==> src/rtl/core/gtsc_pkg.sv <==
// Shared types, constants and the control program ROM for the gyro turn speed controller.
// Used by every module of the block; depends on nothing else.
`timescale 1ns / 1ps

package gtsc_pkg;

    // Input item: button, yaw and left wheel velocity for one control tick.
    typedef struct packed {
        logic               turn_button;
        logic signed [15:0] yaw;
        logic signed [15:0] left_velocity;
    } in_item_t;

    // Result item: wheel drive commands and turn completion flags.
    typedef struct packed {
        logic               drive_valid;
        logic signed [15:0] left_drive;
        logic signed [15:0] right_drive;
        logic               turn_done;
        logic               reset_yaw;
    } out_item_t;

    // Configuration register file contents.
    typedef struct packed {
        logic [12:0] target_angle;
        logic [14:0] min_speed;
        logic [14:0] top_speed;
        logic [11:0] stop_band;
        logic [23:0] softness;
        logic [14:0] slow_threshold;
        logic [7:0]  settle_ticks;
    } cfg_t;

    // Configuration port geometry and register indexes.
    localparam int CFG_IDX_W  = 3;
    localparam int CFG_DATA_W = 24;

    localparam logic [CFG_IDX_W-1:0] REG_TARGET_ANGLE   = 3'd0;
    localparam logic [CFG_IDX_W-1:0] REG_MIN_SPEED      = 3'd1;
    localparam logic [CFG_IDX_W-1:0] REG_TOP_SPEED      = 3'd2;
    localparam logic [CFG_IDX_W-1:0] REG_STOP_BAND      = 3'd3;
    localparam logic [CFG_IDX_W-1:0] REG_SOFTNESS       = 3'd4;
    localparam logic [CFG_IDX_W-1:0] REG_SLOW_THRESHOLD = 3'd5;
    localparam logic [CFG_IDX_W-1:0] REG_SETTLE_TICKS   = 3'd6;

    // Reset values of the configuration registers.
    localparam logic [12:0] RST_TARGET_ANGLE   = 13'd2880;
    localparam logic [14:0] RST_MIN_SPEED      = 15'd7537;
    localparam logic [14:0] RST_TOP_SPEED      = 15'd16384;
    localparam logic [11:0] RST_STOP_BAND      = 12'd56;
    localparam logic [23:0] RST_SOFTNESS       = 24'd332800;
    localparam logic [14:0] RST_SLOW_THRESHOLD = 15'd108;
    localparam logic [7:0]  RST_SETTLE_TICKS   = 8'd13;

    // Serial divider: one quotient bit per step, quotient never exceeds 15 bits.
    localparam int                DIV_STEPS = 15;
    localparam int                DIV_CNT_W = 4;
    localparam logic [DIV_CNT_W-1:0] DIV_LAST = DIV_CNT_W'(DIV_STEPS - 1);

    // Datapath operations selected by the control word.
    typedef enum logic [2:0] {
        OP_FETCH = 3'd0,
        OP_ABS   = 3'd1,
        OP_SQR   = 3'd2,
        OP_MUL   = 3'd3,
        OP_NUM   = 3'd4,
        OP_DIV   = 3'd5,
        OP_OUT   = 3'd6
    } op_t;

    // Jump conditions: the jump is taken when the condition holds.
    typedef enum logic [1:0] {
        COND_NONE     = 2'd0,
        COND_NO_INPUT = 2'd1,
        COND_DIV_MORE = 2'd2,
        COND_OUT_BUSY = 2'd3
    } cond_t;

    // Program counter and step addresses.
    localparam int PC_W = 3;

    localparam logic [PC_W-1:0] STEP_FETCH = 3'd0;
    localparam logic [PC_W-1:0] STEP_ABS   = 3'd1;
    localparam logic [PC_W-1:0] STEP_SQR   = 3'd2;
    localparam logic [PC_W-1:0] STEP_MUL   = 3'd3;
    localparam logic [PC_W-1:0] STEP_NUM   = 3'd4;
    localparam logic [PC_W-1:0] STEP_DIV   = 3'd5;
    localparam logic [PC_W-1:0] STEP_OUT   = 3'd6;
    localparam logic [PC_W-1:0] STEP_LAST  = STEP_OUT;

    // One control word per program step.
    typedef struct packed {
        op_t             op;
        cond_t           cond;
        logic [PC_W-1:0] target;
    } ctrl_word_t;

    // Condition flags reported by the datapath.
    typedef struct packed {
        logic no_input;
        logic div_more;
        logic out_busy;
    } status_t;

    // Control program. Unused addresses hold a harmless scratch operation.
    function automatic ctrl_word_t prog_rom(input logic [PC_W-1:0] pc);
        ctrl_word_t word;
        case (pc)
            STEP_FETCH: word = '{op: OP_FETCH, cond: COND_NO_INPUT, target: STEP_FETCH};
            STEP_ABS:   word = '{op: OP_ABS,   cond: COND_NONE,     target: STEP_FETCH};
            STEP_SQR:   word = '{op: OP_SQR,   cond: COND_NONE,     target: STEP_FETCH};
            STEP_MUL:   word = '{op: OP_MUL,   cond: COND_NONE,     target: STEP_FETCH};
            STEP_NUM:   word = '{op: OP_NUM,   cond: COND_NONE,     target: STEP_FETCH};
            STEP_DIV:   word = '{op: OP_DIV,   cond: COND_DIV_MORE, target: STEP_DIV};
            STEP_OUT:   word = '{op: OP_OUT,   cond: COND_OUT_BUSY, target: STEP_OUT};
            default:    word = '{op: OP_SQR,   cond: COND_NONE,     target: STEP_FETCH};
        endcase
        return word;
    endfunction

endpackage

==> src/rtl/core/gtsc_sequencer.sv <==
// Microcode sequencer: program counter, control ROM lookup and conditional jumps.
// Depends on gtsc_pkg for the control word, status and program ROM.
`timescale 1ns / 1ps

module gtsc_sequencer (
    input  logic                 clk,
    input  logic                 rst_n,
    input  gtsc_pkg::status_t    status,
    output gtsc_pkg::ctrl_word_t ctrl,
    output logic                 in_ready
);
    import gtsc_pkg::*;

    logic [PC_W-1:0] pc_reg;
    logic [PC_W-1:0] pc_next;
    logic            jump;

    // Fetch the control word of the current step.
    assign ctrl     = prog_rom(pc_reg);
    assign in_ready = (pc_reg == STEP_FETCH);

    // Evaluate the jump condition of this step.
    always_comb
    begin
        case (ctrl.cond)
            COND_NONE:     jump = 1'b0;
            COND_NO_INPUT: jump = status.no_input;
            COND_DIV_MORE: jump = status.div_more;
            COND_OUT_BUSY: jump = status.out_busy;
            default:       jump = 1'b0;
        endcase
    end

    // Jump, or advance and wrap back to the fetch step after the last step.
    always_comb
    begin
        if (jump)
        begin
            pc_next = ctrl.target;
        end
        else if (pc_reg == STEP_LAST)
        begin
            pc_next = STEP_FETCH;
        end
        else
        begin
            pc_next = pc_reg + PC_W'(1);
        end
    end

    always_ff @(posedge clk or negedge rst_n)
    begin
        if (!rst_n)
        begin
            pc_reg <= STEP_FETCH;
        end
        else
        begin
            pc_reg <= pc_next;
        end
    end

endmodule

==> src/rtl/core/gtsc_datapath.sv <==
// Datapath: input capture, squaring and multiply, serial divider, settle timer and output register.
// Depends on gtsc_pkg; driven by the control word from gtsc_sequencer.
`timescale 1ns / 1ps

module gtsc_datapath (
    input  logic                 clk,
    input  logic                 rst_n,
    input  gtsc_pkg::ctrl_word_t ctrl,
    input  gtsc_pkg::cfg_t       cfg,
    input  logic                 in_valid,
    input  gtsc_pkg::in_item_t   in_item,
    input  logic                 out_ready,
    output logic                 out_valid,
    output gtsc_pkg::out_item_t  out_item,
    output gtsc_pkg::status_t    status
);
    import gtsc_pkg::*;

    // Captured item.
    logic               button_reg;
    logic signed [15:0] yaw_reg;
    logic signed [15:0] vel_reg;

    // Error and speed span.
    logic               e_neg_reg;
    logic [15:0]        ae_reg;
    logic               d_neg_reg;
    logic [14:0]        ad_reg;

    // Products and divider.
    logic [30:0]        e2_reg;
    logic [45:0]        prod_reg;
    logic [30:0]        den_reg;
    logic [30:0]        rem_reg;
    logic [14:0]        num_lo_reg;
    logic [14:0]        quot_reg;
    logic [DIV_CNT_W-1:0] div_cnt_reg;

    // Settle timer.
    logic               armed_reg;
    logic               running_reg;
    logic [7:0]         count_reg;

    // Output register.
    logic               out_valid_reg;
    out_item_t          out_item_reg;

    logic               out_busy;
    logic               out_load;

    assign out_busy = out_valid_reg && !out_ready;
    assign out_load = (ctrl.op == OP_OUT) && !out_busy;

    assign status.no_input = !in_valid;
    assign status.div_more = (div_cnt_reg != DIV_LAST);
    assign status.out_busy = out_busy;

    assign out_valid = out_valid_reg;
    assign out_item  = out_item_reg;

    // Error magnitude and sign, speed span magnitude and sign.
    logic [15:0] ayaw;
    logic [16:0] e_full;
    logic [16:0] e_mag;
    logic [15:0] d_full;
    logic [15:0] d_mag;

    always_comb
    begin
        ayaw   = yaw_reg[15] ? (~yaw_reg + 16'sd1) : yaw_reg;
        e_full = {1'b0, ayaw} - {4'b0, cfg.target_angle};
        e_mag  = e_full[16] ? (~e_full + 17'd1) : e_full;
        d_full = {1'b0, cfg.top_speed} - {1'b0, cfg.min_speed};
        d_mag  = d_full[15] ? (~d_full + 16'd1) : d_full;
    end

    // Multipliers and the rounding adder, each feeding a register.
    logic [31:0] e2_full;
    logic [45:0] prod_full;
    logic [45:0] num_full;

    assign e2_full   = 32'(ae_reg) * 32'(ae_reg);
    assign prod_full = 46'(ad_reg) * 46'(e2_reg);
    assign num_full  = prod_reg + 46'(den_reg >> 1);

    // One restoring division step.
    logic [31:0] trial;
    logic        trial_ge;
    logic [31:0] trial_sub;

    assign trial     = {rem_reg, num_lo_reg[14]};
    assign trial_ge  = (trial >= {1'b0, den_reg});
    assign trial_sub = trial - {1'b0, den_reg};

    // Speed curve, stop band and settle timer for the result item.
    logic [14:0] term;
    logic [15:0] m_val;
    logic [15:0] speed;
    logic [15:0] vel_mag;
    logic        slow;
    logic        armed_a;
    logic        running_a;
    logic [7:0]  count_a;
    logic        done;
    logic        armed_f;
    logic        running_f;
    logic [7:0]  count_f;
    logic [15:0] drive;

    always_comb
    begin
        term    = (den_reg == '0) ? 15'd0 : quot_reg;
        m_val   = d_neg_reg ? ({1'b0, cfg.min_speed} - {1'b0, term})
                            : ({1'b0, cfg.min_speed} + {1'b0, term});
        speed   = e_neg_reg ? (~m_val + 16'd1) : m_val;
        vel_mag = vel_reg[15] ? (~vel_reg + 16'sd1) : vel_reg;
        slow    = (vel_mag <= {1'b0, cfg.slow_threshold});

        armed_a   = armed_reg;
        running_a = running_reg;
        count_a   = count_reg;
        done      = 1'b0;
        drive     = 16'd0;

        // Velocity check arms, starts or clears the timer while the button is held.
        if (button_reg)
        begin
            if (slow)
            begin
                if (armed_reg)
                begin
                    running_a = 1'b1;
                    armed_a   = 1'b0;
                end
            end
            else
            begin
                armed_a   = 1'b1;
                running_a = 1'b0;
                count_a   = 8'd0;
            end

            if (count_a >= cfg.settle_ticks)
            begin
                done      = 1'b1;
                running_a = 1'b0;
                count_a   = 8'd0;
            end
            else if (ae_reg > {4'b0, cfg.stop_band})
            begin
                drive = speed;
            end
        end

        // A running timer counts once per tick and saturates.
        armed_f   = armed_a;
        running_f = running_a;
        count_f   = (running_a && (count_a != 8'hFF)) ? (count_a + 8'd1) : count_a;
    end

    // Datapath registers, loaded by the operation of the current step.
    always_ff @(posedge clk)
    begin
        case (ctrl.op)
            OP_FETCH:
            begin
                if (in_valid)
                begin
                    button_reg <= in_item.turn_button;
                    yaw_reg    <= in_item.yaw;
                    vel_reg    <= in_item.left_velocity;
                end
            end
            OP_ABS:
            begin
                e_neg_reg <= e_full[16];
                ae_reg    <= e_mag[15:0];
                d_neg_reg <= d_full[15];
                ad_reg    <= d_mag[14:0];
            end
            OP_SQR:
            begin
                e2_reg <= e2_full[30:0];
            end
            OP_MUL:
            begin
                prod_reg <= prod_full;
                den_reg  <= e2_reg + {7'b0, cfg.softness};
            end
            OP_NUM:
            begin
                rem_reg    <= num_full[45:15];
                num_lo_reg <= num_full[14:0];
                quot_reg   <= 15'd0;
            end
            OP_DIV:
            begin
                rem_reg    <= trial_ge ? trial_sub[30:0] : trial[30:0];
                num_lo_reg <= {num_lo_reg[13:0], 1'b0};
                quot_reg   <= {quot_reg[13:0], trial_ge};
            end
            OP_OUT:
            begin
                if (out_load)
                begin
                    out_item_reg.drive_valid <= button_reg;
                    out_item_reg.left_drive  <= drive;
                    out_item_reg.right_drive <= ~drive + 16'd1;
                    out_item_reg.turn_done   <= done;
                    out_item_reg.reset_yaw   <= done;
                end
            end
            default:
            begin
            end
        endcase
    end

    // Control state: divider step count, settle timer and output valid.
    always_ff @(posedge clk or negedge rst_n)
    begin
        if (!rst_n)
        begin
            div_cnt_reg   <= '0;
            armed_reg     <= 1'b1;
            running_reg   <= 1'b0;
            count_reg     <= 8'd0;
            out_valid_reg <= 1'b0;
        end
        else
        begin
            if (ctrl.op == OP_NUM)
            begin
                div_cnt_reg <= '0;
            end
            else if (ctrl.op == OP_DIV)
            begin
                div_cnt_reg <= div_cnt_reg + DIV_CNT_W'(1);
            end

            if (out_load)
            begin
                armed_reg     <= armed_f;
                running_reg   <= running_f;
                count_reg     <= count_f;
                out_valid_reg <= 1'b1;
            end
            else if (out_ready)
            begin
                out_valid_reg <= 1'b0;
            end
        end
    end

`ifndef NO_ASSERTIONS
    // The timer never runs while it is armed.
    a_armed_not_running: assert property (@(posedge clk) disable iff (!rst_n)
        !(armed_reg && running_reg))
        else $error("settle timer armed and running at once");

    // A completed turn always leaves the timer stopped and cleared.
    a_done_clears: assert property (@(posedge clk) disable iff (!rst_n)
        (out_load && done) |=> (!running_reg && (count_reg == 8'd0)))
        else $error("settle timer not cleared after turn completion");

    // The divider only runs its fixed number of steps.
    a_div_count: assert property (@(posedge clk) disable iff (!rst_n)
        (ctrl.op == OP_DIV) |-> (div_cnt_reg <= DIV_LAST))
        else $error("divider ran past its last step");
`endif

endmodule

==> src/rtl/core/gyro_turn_speed_controller.sv <==
// Each accepted input item runs through the fetch, error, square, multiply, numerator,
// 15-step serial divider and result steps in order before the next item is taken,
// and the result step waits while the previous result is still held in the output register.
// Reset: rst_n is asynchronous and active low; it restores the register defaults,
// arms the settle timer and empties the output register. No clearing pass is needed.
// Top level of the gyro turn speed controller: configuration registers and module wiring.
// Depends on gtsc_pkg, gtsc_sequencer and gtsc_datapath.
`timescale 1ns / 1ps

module gyro_turn_speed_controller (
    input  logic                               clk,
    input  logic                               rst_n,
    input  logic                               cfg_write,
    input  logic [gtsc_pkg::CFG_IDX_W-1:0]     cfg_index,
    input  logic [gtsc_pkg::CFG_DATA_W-1:0]    cfg_data,
    input  logic                               in_valid,
    output logic                               in_ready,
    input  gtsc_pkg::in_item_t                 in_item,
    output logic                               out_valid,
    input  logic                               out_ready,
    output gtsc_pkg::out_item_t                out_item
);
    import gtsc_pkg::*;

    cfg_t       cfg_reg;
    ctrl_word_t ctrl;
    status_t    status;

    // Configuration registers, written by index.
    always_ff @(posedge clk or negedge rst_n)
    begin
        if (!rst_n)
        begin
            cfg_reg.target_angle   <= RST_TARGET_ANGLE;
            cfg_reg.min_speed      <= RST_MIN_SPEED;
            cfg_reg.top_speed      <= RST_TOP_SPEED;
            cfg_reg.stop_band      <= RST_STOP_BAND;
            cfg_reg.softness       <= RST_SOFTNESS;
            cfg_reg.slow_threshold <= RST_SLOW_THRESHOLD;
            cfg_reg.settle_ticks   <= RST_SETTLE_TICKS;
        end
        else if (cfg_write)
        begin
            case (cfg_index)
                REG_TARGET_ANGLE:   cfg_reg.target_angle   <= cfg_data[12:0];
                REG_MIN_SPEED:      cfg_reg.min_speed      <= cfg_data[14:0];
                REG_TOP_SPEED:      cfg_reg.top_speed      <= cfg_data[14:0];
                REG_STOP_BAND:      cfg_reg.stop_band      <= cfg_data[11:0];
                REG_SOFTNESS:       cfg_reg.softness       <= cfg_data[23:0];
                REG_SLOW_THRESHOLD: cfg_reg.slow_threshold <= cfg_data[14:0];
                REG_SETTLE_TICKS:   cfg_reg.settle_ticks   <= cfg_data[7:0];
                default:
                begin
                end
            endcase
        end
    end

    // Control program sequencer.
    gtsc_sequencer u_sequencer (
        .clk      (clk),
        .rst_n    (rst_n),
        .status   (status),
        .ctrl     (ctrl),
        .in_ready (in_ready)
    );

    // Arithmetic, settle timer and output register.
    gtsc_datapath u_datapath (
        .clk       (clk),
        .rst_n     (rst_n),
        .ctrl      (ctrl),
        .cfg       (cfg_reg),
        .in_valid  (in_valid),
        .in_item   (in_item),
        .out_ready (out_ready),
        .out_valid (out_valid),
        .out_item  (out_item),
        .status    (status)
    );

`ifndef NO_ASSERTIONS
    // After an item is taken, no other item is taken until it is worked off.
    a_one_in_flight: assert property (@(posedge clk) disable iff (!rst_n)
        (in_valid && in_ready) |=> !in_ready)
        else $error("second item accepted while one is in flight");

    // The right drive always mirrors the left drive.
    a_mirror: assert property (@(posedge clk) disable iff (!rst_n)
        out_valid |-> (out_item.right_drive == -out_item.left_drive))
        else $error("right drive is not the negation of left drive");

    // A finished turn gives zero drive and a yaw reset pulse, and only while held.
    a_done_zero: assert property (@(posedge clk) disable iff (!rst_n)
        (out_valid && out_item.turn_done) |->
        ((out_item.left_drive == 16'sd0) && out_item.reset_yaw && out_item.drive_valid))
        else $error("turn completion with nonzero drive or missing yaw reset");
`endif

endmodule

==> config.mk <==
export PLATFORM = sky130hd
export DESIGN_NAME = gyro_turn_speed_controller
export DESIGN_NICKNAME = d
export VERILOG_FILES = /design/src/rtl/core/gtsc_pkg.sv /design/src/rtl/core/gtsc_sequencer.sv /design/src/rtl/core/gtsc_datapath.sv /design/src/rtl/core/gyro_turn_speed_controller.sv
export SDC_FILE = /design/constraint.sdc
export NUM_CORES = 2
export LEC_CHECK = 0
export BUFFER_PORTS_ARGS = -buffer_cell sky130_fd_sc_hd__buf_2
export CAP_MARGIN = 10
export CORE_MARGIN = 1.5
export CORE_UTILIZATION = 40
export DETAILED_ROUTE_END_ITERATION = 10
export PLACE_DENSITY = 0.54
export SKIP_CTS_REPAIR_TIMING = 1
export SYNTH_ARGS = -nofsm -noshare
export SYNTH_HDL_FRONTEND = slang
export SYNTH_SLANG_ARGS = --single-unit
==> constraint.sdc <==
create_clock -name clk -period 10.5 [get_ports clk]
set_input_delay 2.625 -clock clk [delete_from_list [all_inputs] [get_ports clk]]
set_output_delay 2.625 -clock clk [all_outputs]
set_load 0.005 [all_outputs]
==> impl_metrics.json <==
{
  "synthAdderAreaFrac_pct": 34.4,
  "die_area_um2": 115000,
  "place_ws_ns": 2.79,
  "multi_input_area_um2": 30700,
  "critPathMaxFanout": 30,
  "grtUsageMet3_pct": 2.12,
  "synthSimpleGateAreaFrac_pct": 15.0,
  "io_buffer_count": 101,
  "dp.cells": 6145,
  "die_x_um": 339,
  "grt_max_degree": 84,
  "crit_type": "reg2reg",
  "ff2ff_path_depth": 23,
  "die-height_um": 339,
  "cts_made_buffers": 50,
  "drtIter0Drc": 1786,
  "ys_ff_latch": 387,
  "slowest_stage": "edfxtp_1",
  "min_period_over_period_pct": 75.0,
  "cp_common_cell": "fa_1",
  "yosys-top-cells-area": "fa_1 24%, edfxtp_1 18%, ha_1 11%, inv_1 6.2%, dfrtp_1 5.1%",
  "max_freq_ghz": 0.127,
  "nFillCells": 10770,
  "start_util_pct": 40.5,
  "tightest_slew_ns": 1.35,
  "fin_worst_skew_ns": 0.0289,
  "vias": 32312,
  "clock_path_buffers": 3,
  "layoutNonFillerInstCount": 6244,
  "grtUsageMet2_pct": 33.1,
  "grt_overflow_total": 0,
  "use_met1_pct": 27.7,
  "end_kind": "flip-flop",
  "clk_pin_slew_worst_paths_ns": 0.06,
  "whs_endpoint": "cfg_reg[53]",
  "drive_above_1_share_pct": 7.95,
  "hold_viol_final": 0,
  "rsz0062_at_grt": "no",
  "outcome": "finished, final reports clean",
  "cts-root-buf": "clkbuf_16",
  "ant_nets": 0,
  "areaGrowthSynthToFinish_pct": 8.60,
  "grt_first_pass_wirelength_um": 183000,
  "crit_family": "adder cells",
  "required_ns": 10.85,
  "min_from": "cfg_reg[53]",
  "synth.avg_cell_area_um2": 9.63,
  "worstSkewPairLatency_ns": 0.63,
  "cap_violations": 0,
  "synthMuxAreaShare_pct": 2.84,
  "cts_tree": "done",
  "setup_viol": 0,
  "rows": 122,
  "netlist_instances": 4681,
  "via_per_inst": 5.17,
  "min_period_ns": 7.88,
  "yosys-top-cells-count": "742 x inv_1, 534 x fa_1, 473 x nand2_1, 384 x ha_1, 299 x and2_1",
  "max_stage_delay_ns": 1.24,
  "grt_use_total_pct": 19.8,
  "layout.area.seq_um2": 11100,
  "fin_nets": 5693,
  "r2r_end": "u_datapath.prod_reg[40]",
  "synthArstFlopShare_pct": 31.0,
  "antenna_found_initial": 7,
  "gp_congestion": 0.856,
  "startpoint_type": "flip-flop",
  "wire_per_inst_um": 18.2,
  "pin_count": 102,
  "synth-edff-count": 267,
  "finalWorstSetupSlack_ns": 2.62,
  "path_buf_inv": 5,
  "detailed_place_hpwl_um": 89700,
  "drc": 0,
  "synth_xor_area_share_pct": 4.88,
  "totalWireLength_um": 114000,
  "worstReg2RegStart": "u_datapath.ad_reg[4]",
  "maxSlewHeadroom_pct": 10.1,
  "maxSlewViolCount": 0,
  "clock_sinks": 387,
  "h-tree-depth": 2,
  "synth_top_area_share_pct": 23.7,
  "crit_arrival_ns": 8.23,
  "yosysWarnings": 0,
  "grt_pass1_vias": 33074,
  "synth_top_area_cell": "fa_1",
  "synth_ff_type": "edfxtp_1",
  "busiest_layer": "met2",
  "largest_reg_flops": 102,
  "synthesis.area_um2": 45100,
  "yosysSeqAreaShare_pct": 24.5,
  "hold_path_class": "reg2reg",
  "firstDrtPassIters": 5,
  "reg2reg_slack_ns": 2.62,
  "hold-worst-slack_ns": 0.506,
  "hold_depth": 1,
  "synth_top_family_by_area": "adder cells",
  "worstPathCellList": "nand2_1, fa_1, inv_1, fa_1, fa_1, inv_1, fa_1, inv_1, fa_1, inv_1, fa_1, inv_1, ha_1, a21oi_1, nand2_1, a221o_1, or3_1, o221ai_1, a21oi_1, a2111oi_0, o21bai_1, a21oi_1, xnor2_1",
  "final.setup.tns_ns": 0,
  "synth_most_common_cell": "inv_1",
  "synth-compound-area-share_pct": 10.8,
  "ys_types": 91,
  "core_area_um2": 111000
}
## through the flow
step | instance area [um^2] | utilization (%)
6_report | 49000 | 44.0
5_1_grt | 49000 | 44.0
4_1_cts | 48900 | 44.0
3_5_place_dp | 47100 | 42.3
3_3_place_gp | 47100 | 42.3
2_1_floorplan | 45100 | -
## placed cells by master (no fill, tap or decap), types with 31 or more instances in the layout
cell type,synthesis,final
a21oi_1,218,218
nand3_1,48,48
nand2_1,473,472
xnor2_1,166,166
edfxtp_1,267,267
o21bai_1,34,34
o21ai_0,167,167
inv_1,742,741
nand4_1,31,31
o21a_1,41,41
buf_2,2,100
mux2i_1,34,34
nor3_1,62,60
and3_1,51,51
mux2_2,82,82
dfrtp_1,92,92
clkbuf_16,0,52
nor2_1,194,193
fa_1,534,534
nand2b_1,36,36
and2_1,299,298
nor2b_1,32,32
ha_1,384,384
a21o_1,82,82
xor2_1,85,85
## per-layer routing
layer  up-vias  wire length, um
met5         -                0
met4         0             2180
met3       143             4400
met2       599            53100
met1     16041            54000
li1      15529                -
## kinds of logic (layout without fill, tap and decap cells)
family | count (synthesis) | count (layout)
AND/OR/NAND/NOR | 1345 | 1345
other | 2 | 9
flip-flops | 387 | 387
AO/OA/AOI/OAI | 762 | 762
adder cells (fa/ha/maj) | 918 | 918
buffers and inverters | 899 | 967
multiplexers | 117 | 117
XOR/XNOR | 251 | 251
## worst reg2reg max path, stage by stage, from the launching register on
cell and delay, ns:
edfxtp_1 1.24, nand2_1 0.22, fa_1 0.55, inv_1 0.05, fa_1 0.45, fa_1 0.51, inv_1 0.05, fa_1 0.53
inv_1 0.05, fa_1 0.47, inv_1 0.05, fa_1 0.47, inv_1 0.04, ha_1 0.35, a21oi_1 0.17, nand2_1 0.11
a221o_1 0.37, or3_1 0.35, o221ai_1 0.24, a21oi_1 0.14, a2111oi_0 0.78, o21bai_1 0.17, a21oi_1 0.20, xnor2_1 0.07
## worst max-delay path by stage
stage                          start  cells past startpoint  slack, ns                 endpoint
3_3_place_gp    u_datapath.ad_reg[4]                     23       2.83  u_datapath.prod_reg[40]
6_report        u_datapath.ad_reg[4]                     23       2.62  u_datapath.prod_reg[40]
3_5_place_dp    u_datapath.ad_reg[4]                     23       2.79  u_datapath.prod_reg[40]
2_1_floorplan  u_datapath.e2_reg[21]                     24       3.93  u_datapath.prod_reg[41]
4_1_cts         u_datapath.ad_reg[4]                     23       2.72  u_datapath.prod_reg[40]
5_1_grt         u_datapath.ad_reg[4]                     23       2.11  u_datapath.prod_reg[40]
## cell type report
| type | instances | area share [%] |
|---|---|---|
| Inverter | 742 | 5.69 |
| Tap cell | 1488 | 3.80 |
| Clock buffer | 61 | 2.79 |
| Multi-Input combinational cell | 3398 | 62.7 |
| Timing Repair Buffer | 131 | 1.55 |
| Clock inverter | 33 | 0.907 |
| Antenna cell | 4 | 0.0204 |
| Sequential cell | 387 | 22.6 |
Power is not shown: default switching activity piles up to over one toggle a cycle in this logic, so the estimate is an artifact.
